[src/rtl/core/lkvc_pkg.sv]
// Shared sizes, codes and types of the LRU key/value cache.
package lkvc_pkg;

	localparam int MAX_ENTRIES = 16;
	localparam int IDX_W       = $clog2(MAX_ENTRIES);
	localparam int CNT_W       = $clog2(MAX_ENTRIES + 1);
	localparam int CAP_W       = 5;
	localparam int CMP_W       = (CNT_W > CAP_W) ? CNT_W : CAP_W;
	localparam int WORD_W      = 32;

	localparam logic [CAP_W-1:0] CAP_RESET = 5'd16;

	// request codes
	localparam logic OP_GET = 1'b0;
	localparam logic OP_PUT = 1'b1;

	typedef logic [WORD_W-1:0]      word_t;
	typedef logic [IDX_W-1:0]       idx_t;
	typedef logic [CNT_W-1:0]       cnt_t;
	typedef logic [CAP_W-1:0]       cap_t;
	typedef logic [MAX_ENTRIES-1:0] ent_vec_t;

	// lookup status handed from the search logic to the update logic
	typedef struct packed {
		ent_vec_t match_vec;
		logic     hit;
		idx_t     hit_idx;
		logic     free_any;
		idx_t     free_idx;
		logic     lru_any;
		idx_t     lru_idx;
	} lookup_t;

endpackage

[src/rtl/core/lkvc_lookup.sv]
// Parallel key search, first free slot and least recent slot of the cache.
module lkvc_lookup (
	input  lkvc_pkg::word_t   key,
	input  lkvc_pkg::ent_vec_t valid,
	input  lkvc_pkg::word_t   keys [lkvc_pkg::MAX_ENTRIES],
	input  lkvc_pkg::idx_t    ranks [lkvc_pkg::MAX_ENTRIES],
	input  lkvc_pkg::cnt_t    count,
	output lkvc_pkg::lookup_t status
);
	import lkvc_pkg::*;

	ent_vec_t match_vec;
	ent_vec_t free_vec;
	ent_vec_t lru_vec;

	// compare every valid slot against the key; the oldest rank is count - 1
	always_comb begin
		for (int i = 0; i < MAX_ENTRIES; i++) begin
			match_vec[i] = valid[i] && (keys[i] == key);
			free_vec[i]  = !valid[i];
			lru_vec[i]   = valid[i] && (CNT_W'(ranks[i]) == (count - cnt_t'(1)));
		end
	end

	// encode each vector, lowest slot wins
	always_comb begin
		status           = '0;
		status.match_vec = match_vec;
		status.hit       = |match_vec;
		status.free_any  = |free_vec;
		status.lru_any   = |lru_vec;
		for (int i = MAX_ENTRIES - 1; i >= 0; i--) begin
			if (match_vec[i]) begin
				status.hit_idx = IDX_W'(i);
			end
			if (free_vec[i]) begin
				status.free_idx = IDX_W'(i);
			end
			if (lru_vec[i]) begin
				status.lru_idx = IDX_W'(i);
			end
		end
	end

endmodule

[src/rtl/core/lru_key_value_cache.sv]
// Top level of the fully associative key/value cache with LRU replacement.
//
//  channel   direction  handshake              payload
//  cfg       in         cfg_we                 cfg_wdata (capacity)
//  in        in         in_valid / in_ready    opcode, key, write_value
//  out       out        out_valid / out_ready  found, read_value, evicted,
//                                              hit_total, access_total
//
// A request is captured in an input register and resolved from there (key search,
// LRU rank update and counters) into the result register, one request per cycle
// sustained while out_ready is high.
// The result register holds while out_ready is low; the input register then
// holds one more request and in_ready drops.
// Reset empties the cache, clears both counters and sets capacity to 16.
module lru_key_value_cache (
	input  logic                 clk,
	input  logic                 arst_n,
	input  logic                 cfg_we,
	input  lkvc_pkg::cap_t       cfg_wdata,
	input  logic                 in_valid,
	output logic                 in_ready,
	input  logic                 opcode,
	input  logic signed [31:0]   key,
	input  logic signed [31:0]   write_value,
	output logic                 out_valid,
	input  logic                 out_ready,
	output logic                 found,
	output logic signed [31:0]   read_value,
	output logic                 evicted,
	output logic [31:0]          hit_total,
	output logic [31:0]          access_total
);
	import lkvc_pkg::*;

	// configuration
	cap_t cap_q;

	// input stage
	logic  valid_s1;
	logic  opcode_s1;
	word_t key_s1;
	word_t wval_s1;
	logic  advance;

	// cache state
	ent_vec_t valid_q;
	idx_t     rank_q [MAX_ENTRIES];
	word_t    keys_q [MAX_ENTRIES];
	word_t    vals_q [MAX_ENTRIES];
	cnt_t     count_q;
	word_t    hits_q;
	word_t    acc_q;

	// next state
	ent_vec_t valid_d;
	idx_t     rank_d [MAX_ENTRIES];
	cnt_t     count_d;
	word_t    hits_d;
	word_t    acc_d;
	logic     val_we;
	logic     key_we;
	idx_t     wr_idx;
	logic     found_d;
	word_t    rval_d;
	logic     evict_d;

	// result register
	logic  out_valid_q;
	logic  found_q;
	word_t rval_q;
	logic  evict_q;

	lookup_t          lk;
	logic [CMP_W-1:0] eff_cap;
	logic             room;
	idx_t             slot;
	idx_t             prom_rank;

	assign advance  = valid_s1 && (!out_valid_q || out_ready);
	assign in_ready = !valid_s1 || advance;

	// capacity register
	always_ff @(posedge clk or negedge arst_n) begin
		if (!arst_n) begin
			cap_q <= CAP_RESET;
		end else if (cfg_we) begin
			cap_q <= cfg_wdata;
		end
	end

	// capture the request
	always_ff @(posedge clk or negedge arst_n) begin
		if (!arst_n) begin
			valid_s1 <= 1'b0;
		end else if (in_ready) begin
			valid_s1 <= in_valid;
		end
	end

	always_ff @(posedge clk) begin
		if (in_valid && in_ready) begin
			opcode_s1 <= opcode;
			key_s1    <= key;
			wval_s1   <= write_value;
		end
	end

	lkvc_lookup u_lookup (
		.key    (key_s1),
		.valid  (valid_q),
		.keys   (keys_q),
		.ranks  (rank_q),
		.count  (count_q),
		.status (lk)
	);

	// clamp capacity to 1 .. MAX_ENTRIES
	always_comb begin
		eff_cap = CMP_W'(cap_q);
		if (eff_cap == '0) begin
			eff_cap = CMP_W'(1);
		end else if (eff_cap > CMP_W'(MAX_ENTRIES)) begin
			eff_cap = CMP_W'(MAX_ENTRIES);
		end
	end

	assign room      = (CMP_W'(count_q) < eff_cap) && lk.free_any;
	assign slot      = room ? lk.free_idx : lk.lru_idx;
	assign prom_rank = rank_q[lk.hit_idx];

	// resolve the request: hit, update or insert with eviction
	always_comb begin
		valid_d = valid_q;
		rank_d  = rank_q;
		count_d = count_q;
		hits_d  = hits_q;
		acc_d   = acc_q;
		val_we  = 1'b0;
		key_we  = 1'b0;
		wr_idx  = lk.hit_idx;
		found_d = lk.hit;
		rval_d  = '0;
		evict_d = 1'b0;
		if (opcode_s1 == OP_GET) begin
			acc_d = (acc_q == '1) ? acc_q : acc_q + WORD_W'(1);
		end
		if (lk.hit) begin
			// promote the hit slot; younger entries age by one
			for (int i = 0; i < MAX_ENTRIES; i++) begin
				if (valid_q[i] && (IDX_W'(i) != lk.hit_idx) && (rank_q[i] < prom_rank)) begin
					rank_d[i] = rank_q[i] + IDX_W'(1);
				end
			end
			rank_d[lk.hit_idx] = '0;
			if (opcode_s1 == OP_GET) begin
				rval_d = vals_q[lk.hit_idx];
				hits_d = (hits_q == '1) ? hits_q : hits_q + WORD_W'(1);
			end else begin
				val_we = 1'b1;
			end
		end else if (opcode_s1 == OP_PUT) begin
			// insert as most recent, reusing the least recent slot when full
			evict_d = !room && lk.lru_any;
			wr_idx  = slot;
			val_we  = 1'b1;
			key_we  = 1'b1;
			for (int i = 0; i < MAX_ENTRIES; i++) begin
				if (valid_q[i] && !(evict_d && (IDX_W'(i) == slot))) begin
					rank_d[i] = rank_q[i] + IDX_W'(1);
				end
			end
			valid_d[slot] = 1'b1;
			rank_d[slot]  = '0;
			count_d       = evict_d ? count_q : count_q + CNT_W'(1);
		end
	end

	// control state of the cache
	always_ff @(posedge clk or negedge arst_n) begin
		if (!arst_n) begin
			valid_q <= '0;
			count_q <= '0;
			hits_q  <= '0;
			acc_q   <= '0;
			for (int i = 0; i < MAX_ENTRIES; i++) begin
				rank_q[i] <= '0;
			end
		end else if (advance) begin
			valid_q <= valid_d;
			count_q <= count_d;
			hits_q  <= hits_d;
			acc_q   <= acc_d;
			rank_q  <= rank_d;
		end
	end

	// key and value storage
	always_ff @(posedge clk) begin
		if (advance && val_we) begin
			vals_q[wr_idx] <= wval_s1;
		end
		if (advance && key_we) begin
			keys_q[wr_idx] <= key_s1;
		end
	end

	// result register
	always_ff @(posedge clk or negedge arst_n) begin
		if (!arst_n) begin
			out_valid_q <= 1'b0;
		end else if (advance) begin
			out_valid_q <= 1'b1;
		end else if (out_ready) begin
			out_valid_q <= 1'b0;
		end
	end

	always_ff @(posedge clk) begin
		if (advance) begin
			found_q <= found_d;
			rval_q  <= rval_d;
			evict_q <= evict_d;
		end
	end

	assign out_valid    = out_valid_q;
	assign found        = found_q;
	assign read_value   = rval_q;
	assign evicted      = evict_q;
	assign hit_total    = hits_q;
	assign access_total = acc_q;

	// the fill count tracks the valid bits
	a_count_matches: assert property (@(posedge clk) disable iff (!arst_n)
		$countones(valid_q) == int'(count_q))
		else $error("entry count disagrees with valid slots");

	// a key sits in at most one slot
	a_unique_key: assert property (@(posedge clk) disable iff (!arst_n)
		valid_s1 |-> $onehot0(lk.match_vec))
		else $error("key present in more than one slot");

	// an eviction never reports the key as present
	a_evict_miss: assert property (@(posedge clk) disable iff (!arst_n)
		out_valid_q && evict_q |-> !found_q)
		else $error("eviction on a hit");

	// a get hit bumps the hit counter unless saturated
	a_hit_count: assert property (@(posedge clk) disable iff (!arst_n)
		advance && lk.hit && (opcode_s1 == OP_GET) && (hits_q != '1)
		|=> hits_q == $past(hits_q) + WORD_W'(1))
		else $error("hit counter missed a hit");

endmodule
[config.mk]
export PLATFORM = sky130hd
export DESIGN_NAME = lru_key_value_cache
export DESIGN_NICKNAME = d
export VERILOG_FILES = /design/src/rtl/core/lkvc_pkg.sv /design/src/rtl/core/lkvc_lookup.sv /design/src/rtl/core/lru_key_value_cache.sv
export SDC_FILE = /design/constraint.sdc
export NUM_CORES = 2
export LEC_CHECK = 0
export BUFFER_PORTS_ARGS = -buffer_cell sky130_fd_sc_hd__buf_2
export CAP_MARGIN = 10
export CORE_ASPECT_RATIO = 1.5
export CORE_UTILIZATION = 30
export CTS_BUF_LIST = sky130_fd_sc_hd__clkbuf_2 sky130_fd_sc_hd__clkbuf_4 sky130_fd_sc_hd__clkbuf_8
export DETAILED_ROUTE_END_ITERATION = 7
export PLACE_DENSITY = 0.41
export SLEW_MARGIN = 20
export SYNTH_ARGS = -nofsm -noshare
export SYNTH_HDL_FRONTEND = slang
export SYNTH_SLANG_ARGS = --single-unit
[constraint.sdc]
create_clock -name clk -period 14.5 [get_ports clk]
set_input_delay 0.725 -clock clk [delete_from_list [all_inputs] [get_ports clk]]
set_output_delay 0.725 -clock clk [all_outputs]
set_load 0.02 [all_outputs]
# After elaboration in Yosys (flattened, before gate mapping)
# Memory sizes are Yosys's and may differ from the RTL's. A register that Yosys moved wholly into a read port is not among the register bits.
# Index checks and enable logic that the tools add are counted.
[classes]
eq_ne = 64
n_div = 0
bitwise_logic = 13
magnitude_cmp = 26
n_reduce_logical = 158
shift = 0
multipliers = 0
add_sub_neg = 20
n_mux = 153
[ops]
columns = ["cell", "count"]
rows = [
  ["two-way mux 4 bit", 135],
  ["bitwise mux 512 bit", 1],
  ["== test 32 bit", 16],
  ["AND 64 bit", 2],
  ["demux 32 bit (select 4 bit)", 1],
  ["two-way mux 64 bit", 2],
  ["inverter 64 bit", 2],
  ["logical AND 1 bit", 106],
  ["== test 4 x 5 -> 1 bit", 16],
  ["adder 32 x 1 -> 32 bit (second input constant)", 2],
  ["adder 4 x 1 -> 4 bit (second input constant)", 16],
  ["== test 32 bit (second input constant)", 2],
  ["less-than comparator 4 bit", 16],
  ["OR reduction 16 bit", 3],
  ["logical NOT 1 bit", 35],
  ["demux 4 bit (select 4 bit)", 2],
  ["== test 4 bit (first input constant)", 8],
  ["two-way mux 32 bit", 1],
  ["inequality test 4 bit (first input constant)", 8],
  ["OR reduction 17 bit", 1],
  ["binary-select mux 4 bit (select 4 bit)", 1],
  ["== test 3 x 4 -> 1 bit (first input constant)", 4],
  ["inequality test 3 x 4 -> 1 bit (first input constant)", 4],
  ["bitwise OR 16 bit", 1],
  ["other kinds (26)", 49],
]
[totals]
romBits = 0
mem_count = 1
ramBits = 512
latchBits = 0
out_inout_bits = 100
regBits = 735
[memory_table]
columns = ["name", "depth", "word_bits", "read_ports", "rd_clocked_by_memory_dff", "write_ports", "line", "source"]
rows = [
  ["vals_q", 16, 32, 1, 1, 1, "lru_key_value_cache.sv:49", "word_t vals_q [MAX_ENTRIES];"],
]

# Depth between registers and ports, before layout
[logic_depth]
word_depth = 30
mapped_depth = 26
mapped_depth_nobuf = 22

# By module
# From an unflattened synthesis, not the netlist that was laid out.
[unflattened]
hier_cells = 3538
area_unflattened_um2 = 56110.1
[by_module_without_submodules]
columns = ["module", "n_inst", "cells_per_inst", "area_each_um2", "seq_area_each_um2"]
rows = [
  ["lru_key_value_cache", 1, 2560, 48741.7, 37627.3],
  ["lkvc_lookup", 1, 978, 7368.3, 0.0],
]

# Least setup slack after synthesis
# Ideal clock, no wire load.
[synth_path]
path_kind = "register to register"
start = "register key_s1[29]"
end = "register rank_q[63] (netlist name)"
slack_ns = 7.666
stages_incl_launch_ff = 22
t_arrival_ns = 6.738
setup_ns = 0.095
period_less_slack_ns = 6.834
path_cell_list = "edfxtp_1 > clkbuf_1 > buf_2 > xor2_1 > nor4_1 > nand4_1 > or4_1 > o21a_1 > a21oi_1 > nor3_1 > a21oi_1 > buf_2 > clkbuf_1 > clkbuf_1 > mux2i_1 > a221oi_1 > o21ai_0 > ha_1 > a2111oi_1 > nand2_1 > o41a_1 > o31ai_1"
[synth_via]
elab_chain_cells = 28
word_cells_on_any_way = 69
[synth_lines]
columns = ["element", "line", "source"]
rows = [
  ["start, declared", "lru_key_value_cache.sv:41", "word_t key_s1;"],
  ["start signal, assigned", "lru_key_value_cache.sv:103", "key_s1 <= key;"],
  ["== test 32 bit", "lkvc_lookup.sv:19", "match_vec[i] = valid[i] && (keys[i] == key);"],
  ["logical AND 1 bit", "lkvc_lookup.sv:19", ""],
  ["two-way mux 4 bit (16 in series)", "lkvc_lookup.sv:33", "if (match_vec[i]) begin"],
  ["inverter 4 -> 5 bit (not written as such)", "lru_key_value_cache.sv:129, lru_key_value_cache.sv:154", ""],
  ["binary-select mux 4 bit (select 4 bit)", "lru_key_value_cache.sv:129", "assign prom_rank = rank_q[lk.hit_idx];"],
  ["two-way mux 4 bit (not written as such) (2 in series)", "lru_key_value_cache.sv:129", ""],
  ["less-than comparator 4 bit", "lru_key_value_cache.sv:150", "if (valid_q[i] && (IDX_W'(i) != lk.hit_idx) && (rank_q[i] < prom_rank)) begin"],
  ["logical AND 1 bit", "lru_key_value_cache.sv:150", ""],
  ["two-way mux 4 bit", "lru_key_value_cache.sv:150", ""],
  ["two-way mux 4 bit", "lru_key_value_cache.sv:147", "if (lk.hit) begin"],
  ["AND 64 bit (no source line)", "n/a", ""],
  ["two-way mux 64 bit", "lru_key_value_cache.sv:147", ""],
  ["end signal, assigned", "lru_key_value_cache.sv:193", "rank_q <= rank_d;"],
  ["end, declared", "lru_key_value_cache.sv:47", "idx_t rank_q [MAX_ENTRIES];"],
]
# Parallel ways exist; a longest one is shown, timed or not. The select of a mux whose other input is x is not followed.
# A chain may end at the register's enable or synchronous reset.

# Worst setup path in the final report
[layout_path]
start = "register key_s1[10]"
end = "register rank_q[63] (netlist name)"
# The elaborated chain is that of the path after synthesis.

==> summary.txt <==
Status
  – Outcome: finished clean

Synth
  – Mapped Avg Cell Area: 13.3 um2
  – Synthesized flop and latch total: 1,279
  – Most used flip-flop cell after synthesis: edfxtp_1
  – Asr flop ratio synth: 0.122
  – Number of flops mapped to enable cells by yosys: 1,123
  – Top cell type's share of synthesized area: 0.571
  – Syn Inst Count: 4,428
  – Synth area leaders: edfxtp_1 (57%), dfrtp_1 (6.6%), xor2_1 (5.5%)
  – Syn Nets: 4,575
  – Post-synthesis sequential area ratio: 0.637
  – Synth warnings: 0
  – Post-synthesis instance area: 59,000 um2
  – Biggest area consumer among synthesized cells: edfxtp_1
  – Unique masters post-synth: 95

Clock network
  – CTS tree: built
  – Post-CTS Resized: 0
  – Worst-Skew Late Latency: 0.97 ns
  – CTS buffer count: 217
  – H-tree depth: 4
  – Clock sink count: 1,279
  – Maximum clock path buffer count: 4
  – Post-CTS setup buffer count: 0
  – Clock transition at path regs: 0.06 ns
  – Root Driver: clkbuf_8
  – Hold_buf cts: 74

Floorplan
  – Die height: 545 um
  – Die ar.: 199,000 um2
  – Initial Util: 0.302
  – IO Count: 175
  – Die width: 364 um
  – Row count: 199
  – Core outline area: 196,000 um2

Placed design
  – Pre-CTS setup slack: 6.60 ns
  – Placed cell count: 7,137
  – Number of buffers added on ports: 174
  – Cell Area, Placed: 63,400 um2
  – Global placement routability congestion: 0.902
  – DP HPWL: 124,000 um

Power and ir drop
  – Worst vdd ir: 179 uV
  – Pint: 7460 uW
  – Switching power: 4450 uW
  – Comb power frac: 0.312
  – Sw Ratio: 0.374
  – Flop pwr share: 0.417
  – Leakage: 0.0243 uW
  – Pwr dens: 174 nW/um2
  – Clock share of power: 0.272

Finish
  – Area delta synth->final: 15.8%
  – Final non-filler cell total: 7,597
  – Final Util: 0.349
  – FF/Latch Area: 37,600 um2
  – Multi-input logic area: 20,500 um2
  – Ratio of cells with drive above 1 in the final layout: 0.149
  – Final instance area: 68,400 um2
  – Total Nets Final: 4,964
  – Filler cells: 19,288

Setup path
  – CP Cell Sequence: buf_4 > xor2_1 > nor4_1 > nand4_1 > or4_1 > o21a_1 > a21oi_1 > nor3_1 > a21oi_4 > buf_4 > mux2i_1 > a21oi_1 > nor2_1 > a21oi_1 > o221ai_2 > buf_4 > ha_1 > a2111oi_1 > nand2_1 > o41a_1 > o31ai_1
  – R2R cell count: 21
  – Reg2reg end: rank_q[63]$_DFFE_PN0P_
  – Crit Path Category: register to register
  – Crit. End Element: register
  – FF-to-FF Start: key_s1[10]$_DFFE_PP_
  – Critical Path Slowest Stage Cell: a2111oi_1
  – Startpoint Class: register
  – Largest delay share family, worst path: compound AO/OA/AOI/OAI gates
  – Slowest stage delay, CP: 0.88 ns
  – Worst endpoint required time: 15.32 ns
  – Critical path peak fanout: 47
  – Worst EP arrival: 8.69 ns
  – Buf/Inv on CP: 3
  – R2R Setup Slk: 6.63 ns

STA
  – Final Hold Fails: 0
  – Worst rel slew slack: 0.265
  – Worst-Margin Slew: 1.10 ns
  – Max Slew Vio Count: 0
  – Final setup fails: 0
  – Final Skew: 0.116 ns
  – Fmax: 127 MHz
  – Final Critical Period: 7.87 ns
  – RSZ-0062 raised after global routing: false
  – Final setup TNS: 0 ns
  – Setup ws final: 6.63 ns
  – Final worst-path cycle share: 0.543

Run
  – MaxCap Viol Count: 0

Route
  – Via density: 5.07
  – Detailed-route DRC error count: 0
  – WL final: 198,000 um
  – Vias post-DR: 38,508
  – Pre-antenna DRT Iters: 5
  – Drt initial violations: 2,523
  – DR WL/cell: 26.0 um
  – ANT nets after route: 0

GRT
  – GRT Util Overall: 0.196
  – Antenna violations before repair: 10
  – Grt ovf: 0
  – Pin count of the biggest net entering global routing: 156
  – Global-route wire length before repair: 282,000 um
  – Number of global-route vias before repair: 39,749

Worst hold path
  – Hold Path Origin: cfg_we
  – Hold Path Stages: 2
  – Hold endpoint: cap_q[0]$_DFFE_PN0P_
  – Hold Crit Class: input pin to register
[synthesized netlist by cell type, types with 17 or more instances]
library cell and n:
edfxtp_1 1123, xor2_1 371, nand2_1 297, xnor2_1 251, a21oi_1 234, nor4_1 174
a211oi_1 171, nor2_1 158, dfrtp_1 155, mux2i_1 149, nor2b_1 121, nand3_1 113
nand4_1 113, clkbuf_1 102, ha_1 72, o21ai_0 71, nor3_1 70, buf_2 65
inv_1 59, and3_1 53, nand2b_1 39, a22oi_1 27, o211ai_1 21, and2_1 19
nand4b_1 19, o31ai_1 19, buf_6 18, a31oi_1 17, buf_1 17, or4_1 17
[worst reg2reg max path, cell delays in order (launching register included)]
cell,delay (ns)
edfxtp_1,0.61
buf_4,0.52
xor2_1,0.22
nor4_1,0.27
nand4_1,0.14
or4_1,0.69
o21a_1,0.29
a21oi_1,0.43
nor3_1,0.16
a21oi_4,0.45
buf_4,0.77
mux2i_1,0.22
a21oi_1,0.19
nor2_1,0.06
a21oi_1,0.17
o221ai_2,0.34
buf_4,0.35
ha_1,0.21
a2111oi_1,0.88
nand2_1,0.11
o41a_1,0.45
o31ai_1,0.23
[power groups by stage]
stage | combinational [uW] | clock [uW] | sequential (uW)
after global placement | 3670 | 0 | 5030
after global routing | 3980 | 3490 | 5010
after floorplan | 2170 | 0 | 4920
final | 3710 | 3240 | 4970
after CTS | 3710 | 3350 | 4970
after detailed placement | 3690 | 0 | 5040
[cells by family (layout without fill, tap and decap cells)]
kind of cell             after synthesis  after routing  synth area share
buffers and inverters                265            818            0.0207
XOR/XNOR                             639            639            0.0987
flip-flops                          1279           1279             0.637
adder cells (fa/ha/maj)               72             72            0.0153
AND/OR/NAND/NOR                     1273           1273             0.115
other                                  0              3                 0
multiplexers                         162            162            0.0277
AO/OA/AOI/OAI                        738            738            0.0850
[sequential cells by signal, summed over array words and instances (netlist names)]
name and cells:
valid_q 16, access_total 32, found 1, evicted 1
read_value 32, wval_s1 32, vals_q 512, rank_q 64
count_q 5, key_s1 32, cap_q 5, opcode_s1 1
out_valid 1, hit_total 32, valid_s1 1, keys_q 512
[metal layers]
layer / track usage / up-vias / routed length (um)
met5: 0 / - / 13
met3: 0.0280 / 428 / 7320
met4: 0.0853 / 2 / 8770
li1: - / 17645 / -
met2: 0.359 / 952 / 104000
met1: 0.224 / 19481 / 77700
[metrics by stage]
| stage | hold slack, ns | total power, uW |
|---|---|---|
| floorplan | 0.429 | 7090 |
| global placement | 0.471 | 8700 |
| detailed placement | 0.478 | 8730 |
| CTS | 0.0627 | 12000 |
| global route | 0.0959 | 12500 |
| finish | 0.171 | 11900 |
[how the worst max path moves through the flow]
stage                         startpoint                endpoint  slack (ns)  cells after the start
global placement    key_s1[10]$_DFFE_PP_  rank_q[63]$_DFFE_PN0P_        6.69                     21
detailed placement  key_s1[10]$_DFFE_PP_  rank_q[63]$_DFFE_PN0P_        6.60                     21
CTS                 key_s1[10]$_DFFE_PP_  rank_q[63]$_DFFE_PN0P_        6.63                     21
floorplan           key_s1[29]$_DFFE_PP_  rank_q[63]$_DFFE_PN0P_        7.67                     21
finish              key_s1[10]$_DFFE_PP_  rank_q[63]$_DFFE_PN0P_        6.63                     21
global route        key_s1[10]$_DFFE_PP_  rank_q[63]$_DFFE_PN0P_        6.00                     21
[cell usage in the layout, fill, tap and decap left out, drive strengths merged, types with 72 or more instances in the layout]
cell type | synthesis | routed
a211oi | 171 | 171
a21oi | 234 | 234
buf | 103 | 300
clkbuf | 102 | 302
dfrtp | 155 | 155
dlygate4sd3 | 0 | 74
edfxtp | 1123 | 1123
ha | 72 | 72
mux2i | 149 | 149
nand2 | 297 | 297
nand3 | 114 | 114
nand4 | 113 | 113
nor2 | 158 | 158
nor2b | 121 | 121
nor3 | 72 | 72
nor4 | 176 | 176
o21ai | 80 | 80
xnor2 | 251 | 251
xor2 | 372 | 372
[cell type report]
cell class                 instances  share of cell area
timing repair buffer             375              0.0380
antenna                            3            0.000110
tap                             2613              0.0478
inverter                          60             0.00329
sequential                      1279               0.550
multi-input combinational       2884               0.299
clock buffer                     301              0.0534
clock inverter                    82             0.00765
No activity file was read; power rests on OpenSTA's default activity.
